### src/rtl/energy_aware_best_fit_host_select_core_macros.svh
// ----------------------------------------------------------------------------
// Assertion macros for the host select core
// Concurrent checks on i_clk, disabled while i_rst_n is low.
// ----------------------------------------------------------------------------
`ifndef ENERGY_AWARE_BEST_FIT_HOST_SELECT_CORE_MACROS_SVH
`define ENERGY_AWARE_BEST_FIT_HOST_SELECT_CORE_MACROS_SVH

`ifndef SYNTHESIS
`define EABF_ASSERT_SAME(label, ante, cons) \
    label: assert property (@(posedge i_clk) disable iff (!i_rst_n) (ante) |-> (cons)) \
        else $error("host select check failed");
`define EABF_ASSERT_NEXT(label, ante, cons) \
    label: assert property (@(posedge i_clk) disable iff (!i_rst_n) (ante) |=> (cons)) \
        else $error("host select check failed");
`else
`define EABF_ASSERT_SAME(label, ante, cons)
`define EABF_ASSERT_NEXT(label, ante, cons)
`endif

`endif

### src/rtl/eabf_pkg.sv
// ----------------------------------------------------------------------------
// eabf_pkg
// Types and constants shared by the host select core.
// ----------------------------------------------------------------------------
package eabf_pkg;

    localparam int unsigned MAX_HOSTS_DEF = 1024;
    localparam int unsigned IDX_W         = 10;
    localparam int unsigned NUM_W         = 26;
    localparam int unsigned Q_DEPTH       = 2;

    typedef struct packed {
        logic [7:0]  request_cores;
        logic [23:0] request_ram_mb;
        logic [7:0]  host_free_cores;
        logic [7:0]  host_total_cores;
        logic [23:0] host_free_ram_mb;
        logic [15:0] host_idle_power;
        logic [15:0] host_peak_power;
        logic        host_was_used;
        logic        last_host;
    } t_in;

    typedef struct packed {
        logic             found;
        logic [IDX_W-1:0] host_index;
        logic             chosen_was_active;
    } t_out;

    // classified host record, front to back
    typedef struct packed {
        logic                    fits;
        logic                    used;
        logic                    last;
        logic [IDX_W-1:0]        idx;
        logic signed [NUM_W-1:0] num;
        logic [7:0]              total;
        logic [7:0]              spare_cores;
        logic [23:0]             spare_ram;
    } t_job;

    typedef struct packed {
        logic full;
        logic empty;
    } t_q_stat;

endpackage

### src/rtl/energy_aware_best_fit_host_select_core.sv
// ----------------------------------------------------------------------------
// energy_aware_best_fit_host_select_core
// Energy-aware best-fit host selection for one VM request per scan.
// ----------------------------------------------------------------------------
// Usage:
//   Input channel (i_in_valid / o_in_ready / i_in_data) takes one host record
//   per beat; every beat repeats the VM request. last_host closes a scan.
//   Output channel (o_out_valid / i_out_ready / o_out_data) gives one beat per
//   scan: found, chosen host position, and whether it was an active host.
//   Throughput: one host record per cycle while the queue is not full. The
//   front classifies a record in the cycle it is accepted (fit check,
//   (peak-idle)*cores product) and writes it into a two-entry queue; the back
//   retires one queued record per cycle unless it holds a last_host record for
//   a waiting result, its limit being the cross-multiply compare against the
//   running best. A last_host record passes through the queue, then sets the
//   registered result beat. Output stall: the back keeps retiring records
//   while a result waits; a second last_host record waits at the queue head,
//   with any records behind it, and once the queue fills o_in_ready drops.
//   Reset (synchronous, i_rst_n low): scan position, running bests, queue and
//   output valid are cleared; the block is ready the cycle after release.
// ----------------------------------------------------------------------------
module energy_aware_best_fit_host_select_core #(
    parameter int unsigned MAX_HOSTS = eabf_pkg::MAX_HOSTS_DEF
) (
    input  logic           i_clk,
    input  logic           i_rst_n,
    input  logic           i_in_valid,
    output logic           o_in_ready,
    input  eabf_pkg::t_in  i_in_data,
    output logic           o_out_valid,
    input  logic           i_out_ready,
    output eabf_pkg::t_out o_out_data
);

`include "energy_aware_best_fit_host_select_core_macros.svh"

    logic              w_push;
    logic              w_pop;
    eabf_pkg::t_job    w_front_job;
    eabf_pkg::t_job    w_head_job;
    eabf_pkg::t_q_stat w_q_stat;

    // front: fit check, increase numerator, spares, scan position
    eabf_front #(
        .MAX_HOSTS (MAX_HOSTS)
    ) u_front (
        .i_clk      (i_clk),
        .i_rst_n    (i_rst_n),
        .i_in_valid (i_in_valid),
        .o_in_ready (o_in_ready),
        .i_in_data  (i_in_data),
        .i_q_stat   (w_q_stat),
        .o_push     (w_push),
        .o_job      (w_front_job)
    );

    // decoupling queue
    eabf_queue u_queue (
        .i_clk   (i_clk),
        .i_rst_n (i_rst_n),
        .i_push  (w_push),
        .i_job   (w_front_job),
        .i_pop   (w_pop),
        .o_job   (w_head_job),
        .o_stat  (w_q_stat)
    );

    // back: running best, result register
    eabf_back u_back (
        .i_clk       (i_clk),
        .i_rst_n     (i_rst_n),
        .i_job       (w_head_job),
        .i_q_stat    (w_q_stat),
        .o_pop       (w_pop),
        .o_out_valid (o_out_valid),
        .i_out_ready (i_out_ready),
        .o_out_data  (o_out_data)
    );

    // a result only ever follows retirement of a last_host record
    `EABF_ASSERT_SAME(a_result_source, $rose(o_out_valid), $past(w_pop && w_head_job.last))
    // no fit means index zero and not active
    `EABF_ASSERT_SAME(a_none_found, o_out_valid && !o_out_data.found,
                      o_out_data.host_index == '0 && !o_out_data.chosen_was_active)
    // the back never retires from an empty queue
    `EABF_ASSERT_SAME(a_pop_nonempty, w_pop, !w_q_stat.empty)
    // a pushed record leaves the queue non-empty
    `EABF_ASSERT_NEXT(a_push_lands, w_push && !w_pop, !w_q_stat.empty)

endmodule

### src/rtl/eabf_front.sv
// ----------------------------------------------------------------------------
// eabf_front
// Takes host records, checks fit, forms the power increase and spares.
// ----------------------------------------------------------------------------
module eabf_front #(
    parameter int unsigned MAX_HOSTS = eabf_pkg::MAX_HOSTS_DEF
) (
    input  logic             i_clk,
    input  logic             i_rst_n,
    input  logic             i_in_valid,
    output logic             o_in_ready,
    input  eabf_pkg::t_in    i_in_data,
    input  eabf_pkg::t_q_stat i_q_stat,
    output logic             o_push,
    output eabf_pkg::t_job   o_job
);

    localparam int unsigned PosW = (MAX_HOSTS > 1) ? $clog2(MAX_HOSTS) : 1;

    logic [PosW-1:0]  r_pos;
    logic [PosW-1:0]  n_pos;
    logic signed [16:0] w_diff;
    logic signed [8:0]  w_rc;
    logic signed [25:0] w_num;

    assign o_in_ready = !i_q_stat.full;
    assign o_push     = i_in_valid && o_in_ready;

    assign w_diff = $signed({1'b0, i_in_data.host_peak_power})
                  - $signed({1'b0, i_in_data.host_idle_power});
    assign w_rc   = $signed({1'b0, i_in_data.request_cores});
    assign w_num  = w_diff * w_rc;

    always_comb begin
        o_job.fits = (i_in_data.host_free_cores >= i_in_data.request_cores) &&
                     (i_in_data.host_free_ram_mb >= i_in_data.request_ram_mb);
        o_job.used = i_in_data.host_was_used;
        o_job.last = i_in_data.last_host;
        o_job.idx  = eabf_pkg::IDX_W'(r_pos);
        o_job.num  = w_num;
        // zero total cores counts as one
        o_job.total = (i_in_data.host_total_cores == 8'd0) ? 8'd1
                                                           : i_in_data.host_total_cores;
        o_job.spare_cores = i_in_data.host_free_cores - i_in_data.request_cores;
        o_job.spare_ram   = i_in_data.host_free_ram_mb - i_in_data.request_ram_mb;
    end

    always_comb begin
        n_pos = r_pos;
        if (o_push) begin
            if (i_in_data.last_host || r_pos == PosW'(MAX_HOSTS - 1)) begin
                n_pos = '0;
            end else begin
                n_pos = r_pos + PosW'(1);
            end
        end
    end

    always_ff @(posedge i_clk) begin
        if (!i_rst_n) begin
            r_pos <= '0;
        end else begin
            r_pos <= n_pos;
        end
    end

endmodule

### src/rtl/eabf_queue.sv
// ----------------------------------------------------------------------------
// eabf_queue
// Short register FIFO of classified records between front and back.
// ----------------------------------------------------------------------------
module eabf_queue (
    input  logic              i_clk,
    input  logic              i_rst_n,
    input  logic              i_push,
    input  eabf_pkg::t_job    i_job,
    input  logic              i_pop,
    output eabf_pkg::t_job    o_job,
    output eabf_pkg::t_q_stat o_stat
);

    localparam int unsigned PtrW = (eabf_pkg::Q_DEPTH > 1) ? $clog2(eabf_pkg::Q_DEPTH) : 1;
    localparam int unsigned CntW = $clog2(eabf_pkg::Q_DEPTH + 1);

    eabf_pkg::t_job r_mem [eabf_pkg::Q_DEPTH];
    logic [PtrW-1:0] r_wr;
    logic [PtrW-1:0] r_rd;
    logic [CntW-1:0] r_cnt;
    logic [PtrW-1:0] n_wr;
    logic [PtrW-1:0] n_rd;
    logic [CntW-1:0] n_cnt;

    assign o_stat.full  = (r_cnt == CntW'(eabf_pkg::Q_DEPTH));
    assign o_stat.empty = (r_cnt == '0);
    assign o_job        = r_mem[r_rd];

    always_comb begin
        n_wr  = r_wr;
        n_rd  = r_rd;
        n_cnt = r_cnt;
        if (i_push) begin
            n_wr = (r_wr == PtrW'(eabf_pkg::Q_DEPTH - 1)) ? '0 : r_wr + PtrW'(1);
        end
        if (i_pop) begin
            n_rd = (r_rd == PtrW'(eabf_pkg::Q_DEPTH - 1)) ? '0 : r_rd + PtrW'(1);
        end
        if (i_push && !i_pop) begin
            n_cnt = r_cnt + CntW'(1);
        end else if (!i_push && i_pop) begin
            n_cnt = r_cnt - CntW'(1);
        end
    end

    always_ff @(posedge i_clk) begin
        if (!i_rst_n) begin
            r_wr  <= '0;
            r_rd  <= '0;
            r_cnt <= '0;
        end else begin
            r_wr  <= n_wr;
            r_rd  <= n_rd;
            r_cnt <= n_cnt;
        end
    end

    always_ff @(posedge i_clk) begin
        if (i_push) begin
            r_mem[r_wr] <= i_job;
        end
    end

endmodule

### src/rtl/eabf_back.sv
// ----------------------------------------------------------------------------
// eabf_back
// Keeps the running best used and unused host, issues the scan result.
// ----------------------------------------------------------------------------
module eabf_back (
    input  logic              i_clk,
    input  logic              i_rst_n,
    input  eabf_pkg::t_job    i_job,
    input  eabf_pkg::t_q_stat i_q_stat,
    output logic              o_pop,
    output logic              o_out_valid,
    input  logic              i_out_ready,
    output eabf_pkg::t_out    o_out_data
);

    localparam int unsigned PW = eabf_pkg::NUM_W + 9;

    logic                             r_a_found, n_a_found;
    logic [eabf_pkg::IDX_W-1:0]       r_a_idx,   n_a_idx;
    logic signed [eabf_pkg::NUM_W-1:0] r_a_num,  n_a_num;
    logic [7:0]                       r_a_tot,   n_a_tot;
    logic [7:0]                       r_a_sc,    n_a_sc;
    logic [23:0]                      r_a_sr,    n_a_sr;
    logic                             r_f_found, n_f_found;
    logic [eabf_pkg::IDX_W-1:0]       r_f_idx,   n_f_idx;
    logic signed [eabf_pkg::NUM_W-1:0] r_f_num,  n_f_num;
    logic [7:0]                       r_f_tot,   n_f_tot;
    logic                             r_out_valid, n_out_valid;
    eabf_pkg::t_out                   r_out, n_out;

    logic signed [PW-1:0] w_num_x, w_a_num_x, w_f_num_x;
    logic signed [PW-1:0] w_tot_x, w_a_tot_x, w_f_tot_x;
    logic signed [PW-1:0] w_a_l, w_a_r, w_f_l, w_f_r;
    logic                 w_take_a, w_take_f;

    assign o_pop = !i_q_stat.empty && (!i_job.last || !r_out_valid || i_out_ready);

    assign w_num_x   = PW'(i_job.num);
    assign w_a_num_x = PW'(r_a_num);
    assign w_f_num_x = PW'(r_f_num);
    assign w_tot_x   = $signed(PW'(i_job.total));
    assign w_a_tot_x = $signed(PW'(r_a_tot));
    assign w_f_tot_x = $signed(PW'(r_f_tot));

    // cross-multiplied increase compare
    assign w_a_l = w_num_x * w_a_tot_x;
    assign w_a_r = w_a_num_x * w_tot_x;
    assign w_f_l = w_num_x * w_f_tot_x;
    assign w_f_r = w_f_num_x * w_tot_x;

    assign w_take_a = !r_a_found || (w_a_l < w_a_r) ||
                      ((w_a_l == w_a_r) &&
                       ((i_job.spare_cores < r_a_sc) ||
                        ((i_job.spare_cores == r_a_sc) && (i_job.spare_ram < r_a_sr))));
    assign w_take_f = !r_f_found || (w_f_l < w_f_r);

    always_comb begin
        n_a_found   = r_a_found;
        n_a_idx     = r_a_idx;
        n_a_num     = r_a_num;
        n_a_tot     = r_a_tot;
        n_a_sc      = r_a_sc;
        n_a_sr      = r_a_sr;
        n_f_found   = r_f_found;
        n_f_idx     = r_f_idx;
        n_f_num     = r_f_num;
        n_f_tot     = r_f_tot;
        n_out       = r_out;
        n_out_valid = r_out_valid && !i_out_ready;

        if (o_pop && i_job.fits) begin
            if (i_job.used && w_take_a) begin
                n_a_found = 1'b1;
                n_a_idx   = i_job.idx;
                n_a_num   = i_job.num;
                n_a_tot   = i_job.total;
                n_a_sc    = i_job.spare_cores;
                n_a_sr    = i_job.spare_ram;
            end else if (!i_job.used && w_take_f) begin
                n_f_found = 1'b1;
                n_f_idx   = i_job.idx;
                n_f_num   = i_job.num;
                n_f_tot   = i_job.total;
            end
        end

        if (o_pop && i_job.last) begin
            n_out_valid = 1'b1;
            if (n_a_found) begin
                n_out.found             = 1'b1;
                n_out.host_index        = n_a_idx;
                n_out.chosen_was_active = 1'b1;
            end else if (n_f_found) begin
                n_out.found             = 1'b1;
                n_out.host_index        = n_f_idx;
                n_out.chosen_was_active = 1'b0;
            end else begin
                n_out.found             = 1'b0;
                n_out.host_index        = '0;
                n_out.chosen_was_active = 1'b0;
            end
            // scan done: back to reset values
            n_a_found = 1'b0;
            n_a_idx   = '0;
            n_a_num   = '0;
            n_a_tot   = 8'd1;
            n_a_sc    = '0;
            n_a_sr    = '0;
            n_f_found = 1'b0;
            n_f_idx   = '0;
            n_f_num   = '0;
            n_f_tot   = 8'd1;
        end
    end

    always_ff @(posedge i_clk) begin
        if (!i_rst_n) begin
            r_a_found   <= 1'b0;
            r_a_idx     <= '0;
            r_a_num     <= '0;
            r_a_tot     <= 8'd1;
            r_a_sc      <= '0;
            r_a_sr      <= '0;
            r_f_found   <= 1'b0;
            r_f_idx     <= '0;
            r_f_num     <= '0;
            r_f_tot     <= 8'd1;
            r_out_valid <= 1'b0;
        end else begin
            r_a_found   <= n_a_found;
            r_a_idx     <= n_a_idx;
            r_a_num     <= n_a_num;
            r_a_tot     <= n_a_tot;
            r_a_sc      <= n_a_sc;
            r_a_sr      <= n_a_sr;
            r_f_found   <= n_f_found;
            r_f_idx     <= n_f_idx;
            r_f_num     <= n_f_num;
            r_f_tot     <= n_f_tot;
            r_out_valid <= n_out_valid;
        end
    end

    always_ff @(posedge i_clk) begin
        r_out <= n_out;
    end

    assign o_out_valid = r_out_valid;
    assign o_out_data  = r_out;

endmodule

### config.mk
export PLATFORM = sky130hd
export DESIGN_NAME = energy_aware_best_fit_host_select_core
export DESIGN_NICKNAME = d
export VERILOG_FILES = /design/src/rtl/eabf_pkg.sv /design/src/rtl/energy_aware_best_fit_host_select_core.sv /design/src/rtl/eabf_front.sv /design/src/rtl/eabf_queue.sv /design/src/rtl/eabf_back.sv
export VERILOG_INCLUDE_DIRS = /design/src /design/src/rtl
export SDC_FILE = /design/constraint.sdc
export NUM_CORES = 2
export LEC_CHECK = 0
export BUFFER_PORTS_ARGS = -buffer_cell sky130_fd_sc_hd__buf_2
export CORE_MARGIN = 2
export CORE_UTILIZATION = 35
export DETAILED_ROUTE_END_ITERATION = 16
export GPL_ROUTABILITY_DRIVEN = 0
export PLACE_DENSITY = 0.51
export SYNTH_ARGS = -nofsm -noshare
export SYNTH_HDL_FRONTEND = slang
export SYNTH_HIERARCHICAL = 1
export SYNTH_SLANG_ARGS = --single-unit
### constraint.sdc
create_clock -name i_clk -period 10.1 [get_ports i_clk]
set_clock_uncertainty 0.15 [all_clocks]
set_input_delay 0.505 -clock i_clk [delete_from_list [all_inputs] [get_ports i_clk]]
set_output_delay 0.505 -clock i_clk [all_outputs]
set_load 0.01 [all_outputs]
==> flow_metrics.py <==
metrics = {
    "setup_path": {
        "critical_path_buf_inv_count": 4,
        "cpPeakStageDelay_ps": 840,
        "crit_fanout": 40,
        "cp-end-kind": "flip-flop",
        "crit_type": "flip-flop to flip-flop",
        "cp_slowest_cell": "mux2_2",
        "cpMostUsedCell": "fa_1",
        "crit_required_ps": 10460,
        "critPathLaunchType": "flip-flop",
        "cpLargestDelayFamily": "adder cells",
        "crit_arrival_ps": 9660,
    },
    "logic_synthesis": {
        "avgSynthCellArea_sq_um": 9.06,
        "synth_seq_area_share": 0.155,
        "synth_cell_types": 85,
        "yosys_warnings": 6,
        "synthesis.nets": 6958,
        "synth_cells": 5607,
        "synth_flop_cell": "edfxtp_1",
        "synth-edff-count": 170,
        "synth_async_sr_flop_share": 0,
        "syn_area_sq_um": 50800,
        "synth_seq_cells": 308,
    },
    "finish": {
        "nNetsFinal": 6950,
        "drive_above_1_share": 0.0631,
        "syn2layout_area_growth_pct": 7.63,
        "design_area_sq_um": 54700,
        "fillCellCount": 14600,
    },
    "power": {
        "p_int_w": 0.00774,
        "switching_share": 0.530,
        "switchingPower_w": 0.00873,
        "powerDensity_nw_per_um2": 301,
        "p_clk_frac": 0.084,
        "p_seq_frac": 0.135,
        "p_comb_frac": 0.781,
        "ir_drop_mv": 0.214,
        "p_leak_nw": 27.0,
    },
    "timing": {
        "holdWs_ps": 70.7,
        "tightest_slew_ps": 1090,
        "finalSetupTns_ps": 0,
        "setup_viol": 0,
        "rsz0062_at_grt": "false",
        "finalCritPeriodShare": 0.921,
        "maxSlewHeadroom": 0.272,
        "max_freq_mhz": 108,
        "period_needed_ps": 9300,
        "slew_violations": 0,
        "setup_ws_ps": 802,
        "finalHoldViolCount": 0,
    },
    "clock_network": {
        "clk_latency_ps": 590,
        "cts_sinks": 308,
        "clock_path_buffers": 3,
        "cts-root-buf": "clkbuf_16",
        "path_clk_slew_ps": 60,
        "ctsHtreeMaxLevel": 2,
        "cts_tree": "built",
        "cts_buffers": 36,
    },
    "job": {
        "cap_violations": 0,
    },
    "floorplanning": {
        "ios": 124,
        "num_rows": 139,
        "die_w_um": 385,
        "coreArea_sq_um": 144000,
        "die_y_um": 385,
        "start_util": 0.353,
        "fp.dieArea_sq_um": 148000,
    },
    "route": {
        "drtIter0Drc": 2086,
        "top_layer": "met5",
        "wl_met2_um": 60100,
        "route.detailed.drc": 0,
        "dr_wl_met3_um": 6820,
        "viasPerCell": 4.92,
        "vias": 37100,
        "wire_per_inst_um": 17.7,
        "postRouteAntennaNets": 0,
        "drt_first_pass_iters": 5,
        "routed_wl_um": 133000,
        "wl_met1_um": 64200,
    },
    "grt": {
        "antenna_found_initial": 4,
        "grt_max_degree": 83,
        "grt_first_pass_wirelength_um": 216000,
        "grt_pass1_vias": 38600,
        "track_usage": 0.184,
        "grt_overflow": 0,
    },
    "run_status": {
        "outcome": "finished clean",
    },
    "placement": {
        "port_buffers": 123,
        "post_dp_cell_area_sq_um": 53300,
        "hpwl_um": 105000,
        "dpl_worst_slack_ps": 852,
    },
    "min_path": {
        "min_from": "i_out_ready",
        "hold_class": "input port to flip-flop",
    },
}
flip-flops by register name, indices dropped and copies added, names as in the netlist, named ones only:
signal              count
u_back/r_a_found        1
u_back/r_a_tot          8
u_queue/r_mem         158
u_back/r_f_found        1
u_queue/r_cnt           2
u_back/r_a_idx         10
u_queue/r_wr            1
u_back/r_f_num         26
u_back/r_a_num         26
u_front/r_pos          10
u_back/r_f_tot          8
u_back/r_a_sc           8
u_back/r_a_sr          24
u_back/o_out_valid      1
u_back/o_out_data      12
u_back/r_f_idx         10
u_queue/r_rd            1
per-layer routing:
| metal | GRT usage | vias to the layer above |
|---|---|---|
| li1 | - | 17700 |
| met1 | 0.268 | 18600 |
| met2 | 0.295 | 679 |
| met3 | 0.0238 | 109 |
| met4 | 0.0308 | 2 |
| met5 | 0 | - |
what timing repair did:
action | CTS | global route
setup buffers | 0 | 0
hold buffers | 4 | 0
gates resized for setup | 0 | 0
endpoints found under the hold margin | 7 | 0
cell usage after synthesis (all sizes together), types with 25 or more instances:
cell,n,area (sq um)
a211oi,26,195
a21o,79,593
a21oi,204,1020
a22o,40,350
a31oi,26,163
and2,529,3310
and3,27,174
buf,43,244
clkbuf,177,667
dfxtp,138,2760
edfxtp,170,5100
fa,759,15200
ha,482,6030
inv,1186,4450
mux2,97,1140
mux2i,62,621
nand2,510,1910
nand2b,61,382
nand3,82,410
nand4,38,238
nor2,174,653
nor2b,43,269
nor3,56,285
o21a,46,353
o21ai,141,706
o21bai,25,191
xnor2,113,990
xor2,61,534
placed cells by master, fill, tap and decap left out, drive strengths merged, types with 43 or more instances in the layout:
master | synthesis | layout
a21o | 79 | 79
o21ai | 141 | 141
fa | 759 | 759
nor2b | 43 | 43
dfxtp | 138 | 138
and2 | 529 | 529
xor2 | 61 | 61
buf | 43 | 170
nor2 | 174 | 174
edfxtp | 170 | 170
mux2 | 97 | 97
mux2i | 62 | 62
nand2b | 61 | 61
nand2 | 510 | 510
inv | 1186 | 1186
a21oi | 204 | 204
ha | 482 | 482
nor3 | 56 | 56
xnor2 | 113 | 113
nand3 | 82 | 82
o21a | 46 | 46
clkbuf | 177 | 48
worst paths after layout:
| kind | end | slack, ps | depth (start not counted) |
|---|---|---|---|
| setup / recovery | u_back/r_a_sc[1] | 800 | 30 |
| hold / removal | u_back/o_out_valid | 70 | 4 |
| setup reg to reg | u_back/r_a_sc[1] | 800 | 30 |
| hold reg to reg | u_back/r_a_sr[23] | 330 | 1 |
through the flow:
| stage | instances | power, W | utilization |
|---|---|---|---|
| after global routing | 7530 | 0.0184 | 0.380 |
| after floorplan | 5607 | 0.0114 | - |
| after CTS | 7530 | 0.0166 | 0.380 |
| after global placement | 7460 | 0.0149 | 0.371 |
| final | 7532 | 0.0165 | 0.380 |
| after detailed placement | 7460 | 0.0151 | 0.371 |
logic make-up after synthesis:
group / synth area share
AO/OA/AOI/OAI: 0.0976
XOR/XNOR: 0.0300
adder cells (fa/ha/maj): 0.418
buffers and inverters: 0.106
flip-flops: 0.155
multiplexers: 0.0348
AND/OR/NAND/NOR: 0.159
layout make-up:
| class | instances | area [sq um] | share of cell area |
|---|---|---|---|
| clock inverters | 18 | 290 | 0.00531 |
| multi-input cells | 3892 | 37600 | 0.688 |
| inverters | 1187 | 4460 | 0.0815 |
| repair buffers | 174 | 1070 | 0.0196 |
| diodes | 2 | 5.00 | 0.0000916 |
| flip-flops and latches | 308 | 7870 | 0.144 |
| well taps | 1903 | 2380 | 0.0436 |
| clock buffers | 48 | 976 | 0.0179 |
worst min-delay path, stage by stage:
cell	delay [ps]
buf_2	80
inv_1	50
nand2_1	60
a21boi_0	60
power groups by stage:
stage / combinational (W) / clock (W) / sequential, W
2_1_floorplan: 0.00936 / 0 / 0.00208
3_3_place_gp: 0.0126 / 0 / 0.00225
3_5_place_dp: 0.0129 / 0 / 0.00226
4_1_cts: 0.0129 / 0.00142 / 0.00223
5_1_grt: 0.0147 / 0.00147 / 0.00226
6_report: 0.0129 / 0.00138 / 0.00223
No activity file was read; power rests on OpenSTA's default activity.
